### src/rtl/tcq_pkg.sv
// ----------------------------------------------------------------------------
// tcq_pkg
// types, constants and ring helpers of the two-class command ring queue
// ----------------------------------------------------------------------------
package tcq_pkg;

  localparam int DEPTH   = 16;
  localparam int BUF_LEN = 1024;
  localparam int DATA_W  = 32;

  localparam int PTR_W   = (DEPTH > 1) ? $clog2(DEPTH) : 1;
  localparam int LEN_W   = 12;
  localparam int PAY_W   = 32;
  localparam int SLOT_W  = 4;
  localparam int STORE_W = (DATA_W < PAY_W) ? DATA_W : PAY_W;

  typedef logic [PTR_W-1:0] ptr_t;

  typedef enum logic [1:0] {
    CMD_ADD      = 2'd0,
    CMD_GET      = 2'd1,
    CMD_FAST_GET = 2'd2,
    CMD_DELETE   = 2'd3
  } cmd_e;

  typedef struct packed {
    cmd_e             cmd;
    logic             priority_req;
    logic [LEN_W-1:0] length;
    logic [PAY_W-1:0] payload;
  } req_t;

  typedef struct packed {
    logic              ok;
    logic [SLOT_W-1:0] slot;
    logic              out_priority;
    logic [LEN_W-1:0]  out_length;
    logic [PAY_W-1:0]  out_payload;
  } rsp_t;

  typedef struct packed {
    logic add_en;
    logic del_en;
    logic setup_en;
    logic scan_en;
    logic emit_en;
  } ctrl_t;

  typedef struct packed {
    logic scan_end;
    logic scan_hit;
  } stat_t;

  function automatic ptr_t ring_next(ptr_t p);
    return (p == PTR_W'(DEPTH - 1)) ? '0 : ptr_t'(p + 1'b1);
  endfunction

  function automatic ptr_t ring_prev(ptr_t p);
    return (p == '0) ? PTR_W'(DEPTH - 1) : ptr_t'(p - 1'b1);
  endfunction

  function automatic ptr_t ring_add(ptr_t a, ptr_t b);
    logic [PTR_W:0] s;
    s = {1'b0, a} + {1'b0, b};
    if (s >= (PTR_W+1)'(DEPTH)) begin
      s = s - (PTR_W+1)'(DEPTH);
    end
    return s[PTR_W-1:0];
  endfunction

  // ring distance from base to p
  function automatic ptr_t ring_dist(ptr_t p, ptr_t base);
    logic [PTR_W:0] s;
    if (p >= base) begin
      s = {1'b0, p} - {1'b0, base};
    end else begin
      s = {1'b0, p} + (PTR_W+1)'(DEPTH) - {1'b0, base};
    end
    return s[PTR_W-1:0];
  endfunction

endpackage

### src/rtl/tcq_ctrl.sv
// ----------------------------------------------------------------------------
// tcq_ctrl
// command sequencer: add and delete finish in the accepting cycle, slot scan for the gets
// ----------------------------------------------------------------------------
module tcq_ctrl (
  input  logic           clk_i,
  input  logic           rst_ni,
  input  logic           start,
  input  tcq_pkg::cmd_e  cmd_i,
  input  tcq_pkg::stat_t stat_i,
  output tcq_pkg::ctrl_t ctrl_o,
  output logic           busy
);

  localparam logic [1:0] S_IDLE = 2'd0;
  localparam logic [1:0] S_SCAN = 2'd1;
  localparam logic [1:0] S_EMIT = 2'd2;

  logic [1:0] state_q, state_d;

  always_comb begin
    state_d = state_q;
    ctrl_o  = '0;
    unique case (state_q)
      S_IDLE: begin
        if (start) begin
          unique case (cmd_i)
            tcq_pkg::CMD_ADD:    ctrl_o.add_en = 1'b1;
            tcq_pkg::CMD_DELETE: ctrl_o.del_en = 1'b1;
            default: begin
              ctrl_o.setup_en = 1'b1;
              state_d         = S_SCAN;
            end
          endcase
        end
      end
      S_SCAN: begin
        ctrl_o.scan_en = 1'b1;
        if (stat_i.scan_end) begin
          state_d = S_IDLE;
        end else if (stat_i.scan_hit) begin
          state_d = S_EMIT;
        end
      end
      S_EMIT: begin
        ctrl_o.emit_en = 1'b1;
        state_d        = S_IDLE;
      end
      default: state_d = S_IDLE;
    endcase
  end

  always_ff @(posedge clk_i or negedge rst_ni) begin
    if (!rst_ni) begin
      state_q <= S_IDLE;
    end else begin
      state_q <= state_d;
    end
  end

  assign busy = (state_q != S_IDLE);

endmodule

### src/rtl/tcq_datapath.sv
// ----------------------------------------------------------------------------
// tcq_datapath
// ring pointers, entry storage, scan counter and result register
// ----------------------------------------------------------------------------
module tcq_datapath (
  input  logic           clk_i,
  input  logic           rst_ni,
  input  tcq_pkg::req_t  req_i,
  input  tcq_pkg::ctrl_t ctrl_i,
  output tcq_pkg::stat_t stat_o,
  output tcq_pkg::rsp_t  rsp_o,
  output logic           rsp_valid_o
);

  tcq_pkg::ptr_t wp_q, wp_d, rp_q, rp_d, fp_q, fp_d;
  tcq_pkg::ptr_t d_q, d_d, region_q, region_d, taken_q, taken_d;
  logic          fast_q, fast_d;

  logic                       pri_q [tcq_pkg::DEPTH];
  logic [tcq_pkg::LEN_W-1:0]   len_mem [tcq_pkg::DEPTH];
  logic [tcq_pkg::STORE_W-1:0] pay_mem [tcq_pkg::DEPTH];

  logic [tcq_pkg::LEN_W-1:0]   rd_len_q;
  logic [tcq_pkg::STORE_W-1:0] rd_pay_q;
  tcq_pkg::ptr_t               hit_slot_q;
  logic                        hit_pri_q;

  tcq_pkg::rsp_t rsp_q, rsp_d;
  logic          rsp_valid_q, rsp_valid_d;

  tcq_pkg::ptr_t region, fdist, taken, scan_idx, del_idx;
  logic          scan_pri, scan_end, scan_hit, add_ok, del_ok;

  assign region   = tcq_pkg::ring_dist(wp_q, rp_q);
  assign fdist    = tcq_pkg::ring_dist(fp_q, rp_q);
  assign taken    = (fdist <= region) ? fdist : '0;
  assign scan_idx = tcq_pkg::ring_add(rp_q, d_q);
  assign scan_pri = pri_q[scan_idx];
  assign scan_end = (d_q == region_q);
  assign scan_hit = !scan_end && (fast_q ? scan_pri : (!scan_pri || (d_q >= taken_q)));
  assign add_ok   = (req_i.length <= tcq_pkg::LEN_W'(tcq_pkg::BUF_LEN));
  assign del_ok   = (rp_q != wp_q);
  assign del_idx  = tcq_pkg::ring_prev(wp_q);

  always_comb begin
    wp_d        = wp_q;
    rp_d        = rp_q;
    fp_d        = fp_q;
    d_d         = d_q;
    region_d    = region_q;
    taken_d     = taken_q;
    fast_d      = fast_q;
    rsp_d       = rsp_q;
    rsp_valid_d = 1'b0;

    if (ctrl_i.add_en) begin
      rsp_valid_d = 1'b1;
      rsp_d       = '0;
      if (add_ok) begin
        wp_d       = tcq_pkg::ring_next(wp_q);
        rsp_d.ok   = 1'b1;
        rsp_d.slot = tcq_pkg::SLOT_W'(wp_q);
      end
    end

    if (ctrl_i.del_en) begin
      rsp_valid_d = 1'b1;
      rsp_d       = '0;
      if (del_ok) begin
        wp_d = del_idx;
        if (fp_q == wp_q) begin
          fp_d = del_idx;
        end
        rsp_d.ok   = 1'b1;
        rsp_d.slot = tcq_pkg::SLOT_W'(del_idx);
      end
    end

    if (ctrl_i.setup_en) begin
      fast_d   = (req_i.cmd == tcq_pkg::CMD_FAST_GET);
      region_d = region;
      taken_d  = taken;
      d_d      = (req_i.cmd == tcq_pkg::CMD_FAST_GET) ? taken : '0;
    end

    if (ctrl_i.scan_en) begin
      if (scan_end) begin
        rsp_valid_d = 1'b1;
        rsp_d       = '0;
        if (fast_q) begin
          fp_d = wp_q;
        end else begin
          rp_d = wp_q;
        end
      end else if (scan_hit) begin
        if (fast_q || scan_pri) begin
          fp_d = tcq_pkg::ring_next(scan_idx);
        end
        if (!fast_q) begin
          rp_d = tcq_pkg::ring_next(scan_idx);
        end
      end else begin
        d_d = tcq_pkg::ptr_t'(d_q + 1'b1);
      end
    end

    if (ctrl_i.emit_en) begin
      rsp_valid_d        = 1'b1;
      rsp_d.ok           = 1'b1;
      rsp_d.slot         = tcq_pkg::SLOT_W'(hit_slot_q);
      rsp_d.out_priority = hit_pri_q;
      rsp_d.out_length   = rd_len_q;
      rsp_d.out_payload  = tcq_pkg::PAY_W'(rd_pay_q);
    end
  end

  always_ff @(posedge clk_i or negedge rst_ni) begin
    if (!rst_ni) begin
      wp_q        <= '0;
      rp_q        <= '0;
      fp_q        <= '0;
      d_q         <= '0;
      region_q    <= '0;
      taken_q     <= '0;
      fast_q      <= 1'b0;
      rsp_valid_q <= 1'b0;
    end else begin
      wp_q        <= wp_d;
      rp_q        <= rp_d;
      fp_q        <= fp_d;
      d_q         <= d_d;
      region_q    <= region_d;
      taken_q     <= taken_d;
      fast_q      <= fast_d;
      rsp_valid_q <= rsp_valid_d;
    end
  end

  // entry storage and registered read
  always_ff @(posedge clk_i) begin
    if (ctrl_i.add_en && add_ok) begin
      pri_q[wp_q]   <= req_i.priority_req;
      len_mem[wp_q] <= req_i.length;
      pay_mem[wp_q] <= req_i.payload[tcq_pkg::STORE_W-1:0];
    end
    if (ctrl_i.scan_en && scan_hit) begin
      rd_len_q   <= len_mem[scan_idx];
      rd_pay_q   <= pay_mem[scan_idx];
      hit_slot_q <= scan_idx;
      hit_pri_q  <= scan_pri;
    end
  end

  always_ff @(posedge clk_i) begin
    rsp_q <= rsp_d;
  end

  assign stat_o.scan_end = scan_end;
  assign stat_o.scan_hit = scan_hit;
  assign rsp_o           = rsp_q;
  assign rsp_valid_o     = rsp_valid_q;

endmodule

### src/rtl/two_class_command_ring_queue_core.sv
// ----------------------------------------------------------------------------
// two_class_command_ring_queue_core
// ring queue of command entries with a normal and a high-priority reader
// ----------------------------------------------------------------------------
// A command is taken at a clock edge with start high and busy low; its result
// shows on rsp_o for exactly one cycle with rsp_valid_o high, starting in the
// cycle after the command finishes, and must be captured then since there is
// no stall. Add and delete finish in the accepting cycle, so a new command can
// follow every cycle. A get first sets up its scan, then scans the ring one
// slot per cycle from its start point (at most DEPTH-1 slots), then, when a
// slot is found, passes an emit state that returns the entry read from the
// entry storage, with busy high from the end of the setup until the result
// shows.
module two_class_command_ring_queue_core (
  input  logic          clk_i,
  input  logic          rst_ni,
  input  logic          start,
  output logic          busy,
  input  tcq_pkg::req_t req_i,
  output tcq_pkg::rsp_t rsp_o,
  output logic          rsp_valid_o
);

  tcq_pkg::ctrl_t ctrl;
  tcq_pkg::stat_t stat;

  tcq_ctrl u_ctrl (
    .clk_i  (clk_i),
    .rst_ni (rst_ni),
    .start  (start),
    .cmd_i  (req_i.cmd),
    .stat_i (stat),
    .ctrl_o (ctrl),
    .busy   (busy)
  );

  tcq_datapath u_datapath (
    .clk_i       (clk_i),
    .rst_ni      (rst_ni),
    .req_i       (req_i),
    .ctrl_i      (ctrl),
    .stat_o      (stat),
    .rsp_o       (rsp_o),
    .rsp_valid_o (rsp_valid_o)
  );

endmodule

### config.mk
export PLATFORM = sky130hd
export DESIGN_NAME = two_class_command_ring_queue_core
export DESIGN_NICKNAME = d
export VERILOG_FILES = /design/src/rtl/tcq_pkg.sv /design/src/rtl/tcq_ctrl.sv /design/src/rtl/tcq_datapath.sv /design/src/rtl/two_class_command_ring_queue_core.sv
export SDC_FILE = /design/constraint.sdc
export NUM_CORES = 1
export LEC_CHECK = 0
export BUFFER_PORTS_ARGS = -buffer_cell sky130_fd_sc_hd__buf_2
export CORE_MARGIN = 2
export CORE_UTILIZATION = 50
export CTS_BUF_LIST = sky130_fd_sc_hd__clkbuf_4 sky130_fd_sc_hd__clkbuf_8 sky130_fd_sc_hd__clkbuf_16
export DETAILED_ROUTE_END_ITERATION = 8
export PLACE_DENSITY = 0.7
export SLEW_MARGIN = 10
export SYNTH_ARGS = -nofsm -noshare
export SYNTH_HDL_FRONTEND = slang
export SYNTH_SLANG_ARGS = --single-unit
### constraint.sdc
create_clock -name clk_i -period 5.1 [get_ports clk_i]
set_input_delay 0.765 -clock clk_i [delete_from_list [all_inputs] [get_ports clk_i]]
set_output_delay 0.765 -clock clk_i [all_outputs]
set_load 0.05 [all_outputs]
[Yosys cells after proc, flatten, opt, wreduce, memory -nomap -nowiden]
Memory sizes are Yosys's and may differ from the RTL's. A register that Yosys moved wholly into a read port is not among the register bits.
Index checks and enable logic that the tools add are counted.
Widths: inputs -> output; s select.
Word-level totals
  bits in registers: 83
  bits in latches: 0
  RAM bits: 720
  memory bits (read-only): 0
  input port bits: 50
  output and inout port bits: 52
  word-level logic and storage cells: 120
  memories: 3
Memories
  u_datapath.pay_mem: depth 16, bits a word 32, read ports 1, clocked after Yosys merged registers in 1, write ports 1, line tcq_datapath.sv:21  | logic [tcq_pkg::STORE_W-1:0] pay_mem [tcq_pkg::DEPTH];
  u_datapath.len_mem: depth 16, bits a word 12, read ports 1, clocked after Yosys merged registers in 1, write ports 1, line tcq_datapath.sv:20  | logic [tcq_pkg::LEN_W-1:0] len_mem [tcq_pkg::DEPTH];
  u_datapath.pri_q: depth 16, bits a word 1, read ports 1, clocked after Yosys merged registers in 0, write ports 1, line tcq_datapath.sv:19  | logic pri_q [tcq_pkg::DEPTH];
Cells by class
  add/subtract/negate cells: 12
  multipliers: 0
  div/mod/pow operators: 0
  magnitude comparators: 6
  eq/ne operators: 12
  shift-type cells: 0
  mux-type cells: 55
  bitwise logic cells: 1
  reductions and logical operators: 15
Operators with widths (number)
  $mux 50: 4
  $mux 4: 28
  $mux 49: 1
  $add 4x1->4 const B: 5
  $sub 4x4->4: 4
  $mux 1: 13
  $ge 4x4->1: 3
  $le 12x11->1 const B: 1
  $mux 5: 2
  $eq 4x4->1: 2
  $eq 4x4->1 const B: 2
  $mux 2: 4
  $sub 4x1->4 const B: 2
  $eq 2x2->1 const B: 3
  $mux 3: 2
  $reduce_and 3->1: 2
  $add 4x4->5: 1
  $ge 5x5->1 const B: 1
  $le 4x4->1: 1
  $logic_not 2->1: 2
  $logic_not 4->1: 1
  $ne 2x2->1 const B: 2
  $ne 4x4->1: 1
  $pmux 2 s2: 1
  other kinds (8): 13

[Longest topological paths before layout]
An unclocked memory read counts as a cell.
  word-level depth: 11
  depth in mapped cells: 13
  depth with buffers taken out: 12

[Hierarchy]
From an unflattened synthesis, not the netlist that was laid out.
Second synthesis, totals
  cells, all modules: 1665
  area, all modules: 32812.7 um^2
Modules (own cells, without submodules)
  tcq_datapath: instances 1, cells each 1648, area an instance 32650.1 um^2, sequential area each 24743.7 um^2
  tcq_ctrl: instances 1, cells each 17, area an instance 162.7 um^2, sequential area each 50.0 um^2

[Least setup slack after synthesis]
No wires, ideal clock.
  kind: in2reg
  start: input start
  end: memory u_datapath.len_mem[3][0] (netlist name), enable pin
  arrival: 4.958 ns
  required time: 4.597 ns
  path slack: -0.361 ns
  cell stages on the path: 6
  buffers on the path: 1
  path through: nor3b_1 > nand3b_1 > a21oi_1 > clkbuf_1 > nand2_1 > nor3_1
On the way
  longest elaborated chain between the ends: 5
RTL lines
  start: declaration: line two_class_command_ring_queue_core.sv:17  | input logic start,
  $mux 3: line tcq_ctrl.sv:26  | if (start) begin
  $mux 3: line tcq_ctrl.sv:24  | unique case (state_q)
  $logic_and 1x1->1: line tcq_datapath.sv:141  | if (ctrl_i.add_en && add_ok) begin
  $mux 1: line tcq_datapath.sv:141
  $mux 1 (implied by the code): line tcq_datapath.sv:143  | len_mem[wp_q] <= req_i.length;
  end: declaration: line tcq_datapath.sv:20
Every way passes these cells.

[Final worst setup path]
  start: register u_datapath.d_q[0]
  end: register u_datapath.rd_pay_q[25] (netlist name), read port of u_datapath.pay_mem, enable pin
On the way
  longest elaborated chain between the ends: 9
  elaborated cells on any way between the ends: 13
  classes of those cells: add/sub: 2; order compare: 2; eq/ne: 1; mux: 2; reduce/logical: 5; memory: 1
RTL lines
  start: declaration: line tcq_datapath.sv:16  | tcq_pkg::ptr_t d_q, d_d, region_q, region_d, taken_q, taken_d;
  start signal: assignment: line tcq_datapath.sv:122  | d_q <= '0;
  start signal: assignment: line tcq_datapath.sv:131  | d_q <= d_d;
  $add 4x4->5 *: line tcq_pkg.sv:64  | s = {1'b0, a} + {1'b0, b};
  $sub 4x1->4 / $ge 5x5->1 (equally long branches): line tcq_pkg.sv:66, tcq_pkg.sv:65
  $mux 4 *: line tcq_pkg.sv:65  | if (s >= (PTR_W+1)'(DEPTH)) begin
  $mem_v2 16x1 *
  via u_datapath.scan_pri: line tcq_datapath.sv:32  | logic scan_pri, scan_end, scan_hit, add_ok, del_ok;
  $logic_not 1->1: line tcq_datapath.sv:40  | assign scan_hit = !scan_end && (fast_q ? scan_pri : (!scan_pri || (d_q >= taken_q)));
  $logic_or 1x1->1: line tcq_datapath.sv:40
  $mux 1 *: line tcq_datapath.sv:40
  $logic_and 1x1->1 *: line tcq_datapath.sv:40
  $logic_and 1x1->1 *: line tcq_datapath.sv:146  | if (ctrl_i.scan_en && scan_hit) begin
  end: declaration: line tcq_datapath.sv:24  | logic [tcq_pkg::STORE_W-1:0] rd_pay_q;
Mark *: on every way through the listed nets, which the timed path passes. The rest lies on a longest branch.
A chain may end at the register's enable or synchronous reset.

==> impl_metrics.toml <==
[sta]
hold_viol = 0
layout_worst_path_cycle_share = 0.754
finClkSkew_ns = 0.0224
setup_tns_after_final_layout_ns = 0
final.setup.worst_slack_ns = 1.25
slew-limit-headroom = 0.275
tightest_slew_ns = 1.09
slew_violations = 0
achievable-frequency_mhz = 260
fin_crit_ns = 3.85
timing.final.setup_violations = 0
grt_setup_unrepaired = "false"

[place]
hpwlAfterDp_mm = 37.9
finalWeightedCongestion = 0.813
dp_slack_ns = 1.23
port-buffer-count = 101

[clocking]
cts.repair.resized = 0
buffer_levels_on_the_longest_clock_path = 3
clk_transition_reported_paths_ns = 0.06
cts_tree = "yes"
cts_made_buffers = 84
htree_num_levels = 3
clock_insertion_delay_worst_skew_ns = 0.63
post_cts_buffers = 0
clock_tree.root_cell = "clkbuf_16"
cts-hold-fix-buffers = 0
tritoncts_num_sinks = 847

[worst_setup_path]
cp_max_fo = 49
timing_worst_setup_path_type = "reg2reg"
slowest_delay_ns = 0.52
worstSetupStartpointType = "flop"
ff2ff_setup_slack_ns = 1.25
cp.buffers_inverters = 1
worst-endpoint-required_ns = 5.39
critPathTopFamily = "multiplexers"
crit_arrival_ns = 4.13
endpoint_kind = "flop"
path_cells = "ha_4 > fa_4 > xor2_4 > mux4_2 > mux2i_1 > mux2i_4 > mux2i_2 > and3_2 > buf_12"
critPathSlowestCell = "xor2_4"

[detailed_routing]
detailroute.via_count = 15923
dr.first_iter.drc_count = 1651
avgRoutedWirePerCell_um = 25.3
drt-pass1-iter-count = 5
detail_route.wirelength_mm = 67.4
drt_drc_violations_left = 0
detail_route.vias_per_cell = 5.97
residual_antenna_violating_net_count_after_detailed_routing = 0

[global_routing]
antenna_found_initial = 2
first_global_vias = 16378
first_pass_grt_wire_length_mm = 102
groute.usage.overall = 0.205
grt_max_degree = 113
grt-ovfl-total = 0

[status]
result_of_the_run = "complete, no violations"

[finish]
regArea_um2 = 24800
multi_input_comb_area_um2 = 7610
layout_commonest_cell = "edfxtp_1"
layout-area-overhead-vs-synth_pct = 14.4
antennaDiodeCount = 0
share_of_cells_above_drive_strength_1 = 0.276
layout_common_cells = "edfxtp_1, mux4_2, buf_2, clkbuf_16, a21oi_1"
fill_cells = 4653
nNetsFinal = 1821

[synth]
synth_top_cells_by_area = "edfxtp_1, mux4_2, dfxtp_1, dfrtp_1, mux2i_1"
synthArstFlopShare = 0.0331
syn_nets = 1677
synth.top_cell.area_share = 0.707
ys_seq_area_frac = 0.759
syn_inst = 1597
synth-main-ff-cell = "edfxtp_1"
syn_area_um2 = 32700
postSynthAreaPerCell_um2 = 20.4
yosys_register_bits = 847
synth_enable_flop_cells = 769
yosys.area.top_type = "edfxtp_1"
synthDistinctLibCells = 59
ys_warn_count = 0

[floorplan]
die_width_um = 260
initial_cell_density_of_the_core = 0.506
core-area_um2 = 64500
dieHeight_um = 260
fp.dieArea_um2 = 67400
rows = 93
pin_count = 102

[power]
power.density_cell_area_nw_per_um2 = 655
seq_power_share = 0.361
vdd_drop_max_mv = 0.702
p_clk_frac = 0.258
internal_power_mw = 16.1
comb_power_share = 0.382
power.switching_fraction = 0.342
leakage_power_nw = 12.4
net_load_switching_power_mw = 8.36
finalPower_mw = 24.5

[worst_hold_path]
hold_class = "in2async"

[flow_run]
cap_violations = 0
-- synth_stat cells (4+ instances only) --
cell type	count
nand3_1	7
xnor2_1	13
clkbuf_1	57
nand2b_1	7
nor2b_1	49
a22o_1	45
nor2_1	26
buf_1	10
a21o_1	5
mux4_2	180
dfxtp_1	50
dfrtp_1	28
o21a_1	4
mux2i_1	51
nand2_1	40
a21oi_1	57
edfxtp_1	769
o21ai_0	24
inv_1	19
xor2_1	5
a211oi_1	48
ha_1	27
buf_2	19
-- worst reg2reg max path, stage by stage (launching register included) --
cell	delay (ns)
dfrtp_1	0.49
ha_4	0.22
fa_4	0.46
xor2_4	0.52
mux4_2	0.40
mux2i_1	0.24
mux2i_4	0.15
mux2i_2	0.40
and3_2	0.28
buf_12	0.31
-- sequential cells by signal (all words and copies together) (netlist names) --
signal / cells
u_datapath.fast_q: 1
u_datapath.rd_len_q: 12
u_datapath.hit_pri_q: 1
u_datapath.rsp_o: 50
u_datapath.wp_q: 4
u_ctrl.state_q: 2
u_datapath.d_q: 4
u_datapath.region_q: 4
u_datapath.fp_q: 4
u_datapath.rsp_valid_o: 1
u_datapath.pri_q: 16
u_datapath.len_mem: 192
u_datapath.taken_q: 4
u_datapath.rp_q: 4
u_datapath.rd_pay_q: 32
u_datapath.hit_slot_q: 4
u_datapath.pay_mem: 512
-- area by class of cell --
cell class,count,area share
timing repair buffer,145,0.0247
tap,855,0.0286
clock buffer,119,0.0664
clock inverter,38,0.0107
inverter,19,0.00191
multi-input combinational,644,0.204
sequential,847,0.664
-- power by group through the flow --
stage	Sequential (mW)	Clock, mW	Combinational, mW
2_1_floorplan	9.43	0	6.47
3_3_place_gp	8.94	0	9.29
3_5_place_dp	8.95	0	9.41
4_1_cts	8.81	6.41	9.47
5_1_grt	8.87	6.66	10.1
6_report	8.82	6.30	9.34
-- per-stage QoR --
stage | std cells | util | area, µm² | hold WS, ns
after floorplan | 1597 | - | 32700 | 0.418
after global placement | 2510 | 0.535 | 34500 | 0.431
after detailed placement | 2510 | 0.535 | 34500 | 0.434
after CTS | 2667 | 0.579 | 37300 | 0.174
after global routing | 2667 | 0.579 | 37300 | 0.215
final | 2667 | 0.579 | 37300 | 0.187
-- cells by family after synthesis --
family	Yosys count	share of synthesized area
compound gates	209	0.0448
xor+xnor	19	0.00533
fa+ha+maj	30	0.0122
buf+inv	106	0.0130
flops	847	0.759
mux	235	0.142
simple gates	151	0.0236
-- worst paths after layout --
path,startpoint,end,cells after the start
worst max-delay path,u_datapath.d_q[0],u_datapath.rd_pay_q[25],9
worst min-delay path,rst_ni,u_datapath.region_q[0],1
worst max register to register,u_datapath.d_q[0],u_datapath.rd_pay_q[25],9
worst min register to register,u_datapath.rsp_o[48],u_datapath.rsp_o[48],2
max in group asynchronous,rst_ni,u_datapath.wp_q[2],1
min in group clk_i,u_datapath.rsp_o[48],u_datapath.rsp_o[48],2
-- per-layer routing --
layer / global-route usage / share of wire
met1: 0.288 / 0.43
met2: 0.335 / 0.50
met3: 0.0334 / 0.051
met4: 0.0570 / 0.022
met5: 0 / 0.00039
Note: power is estimated with default switching activity, not from simulation.
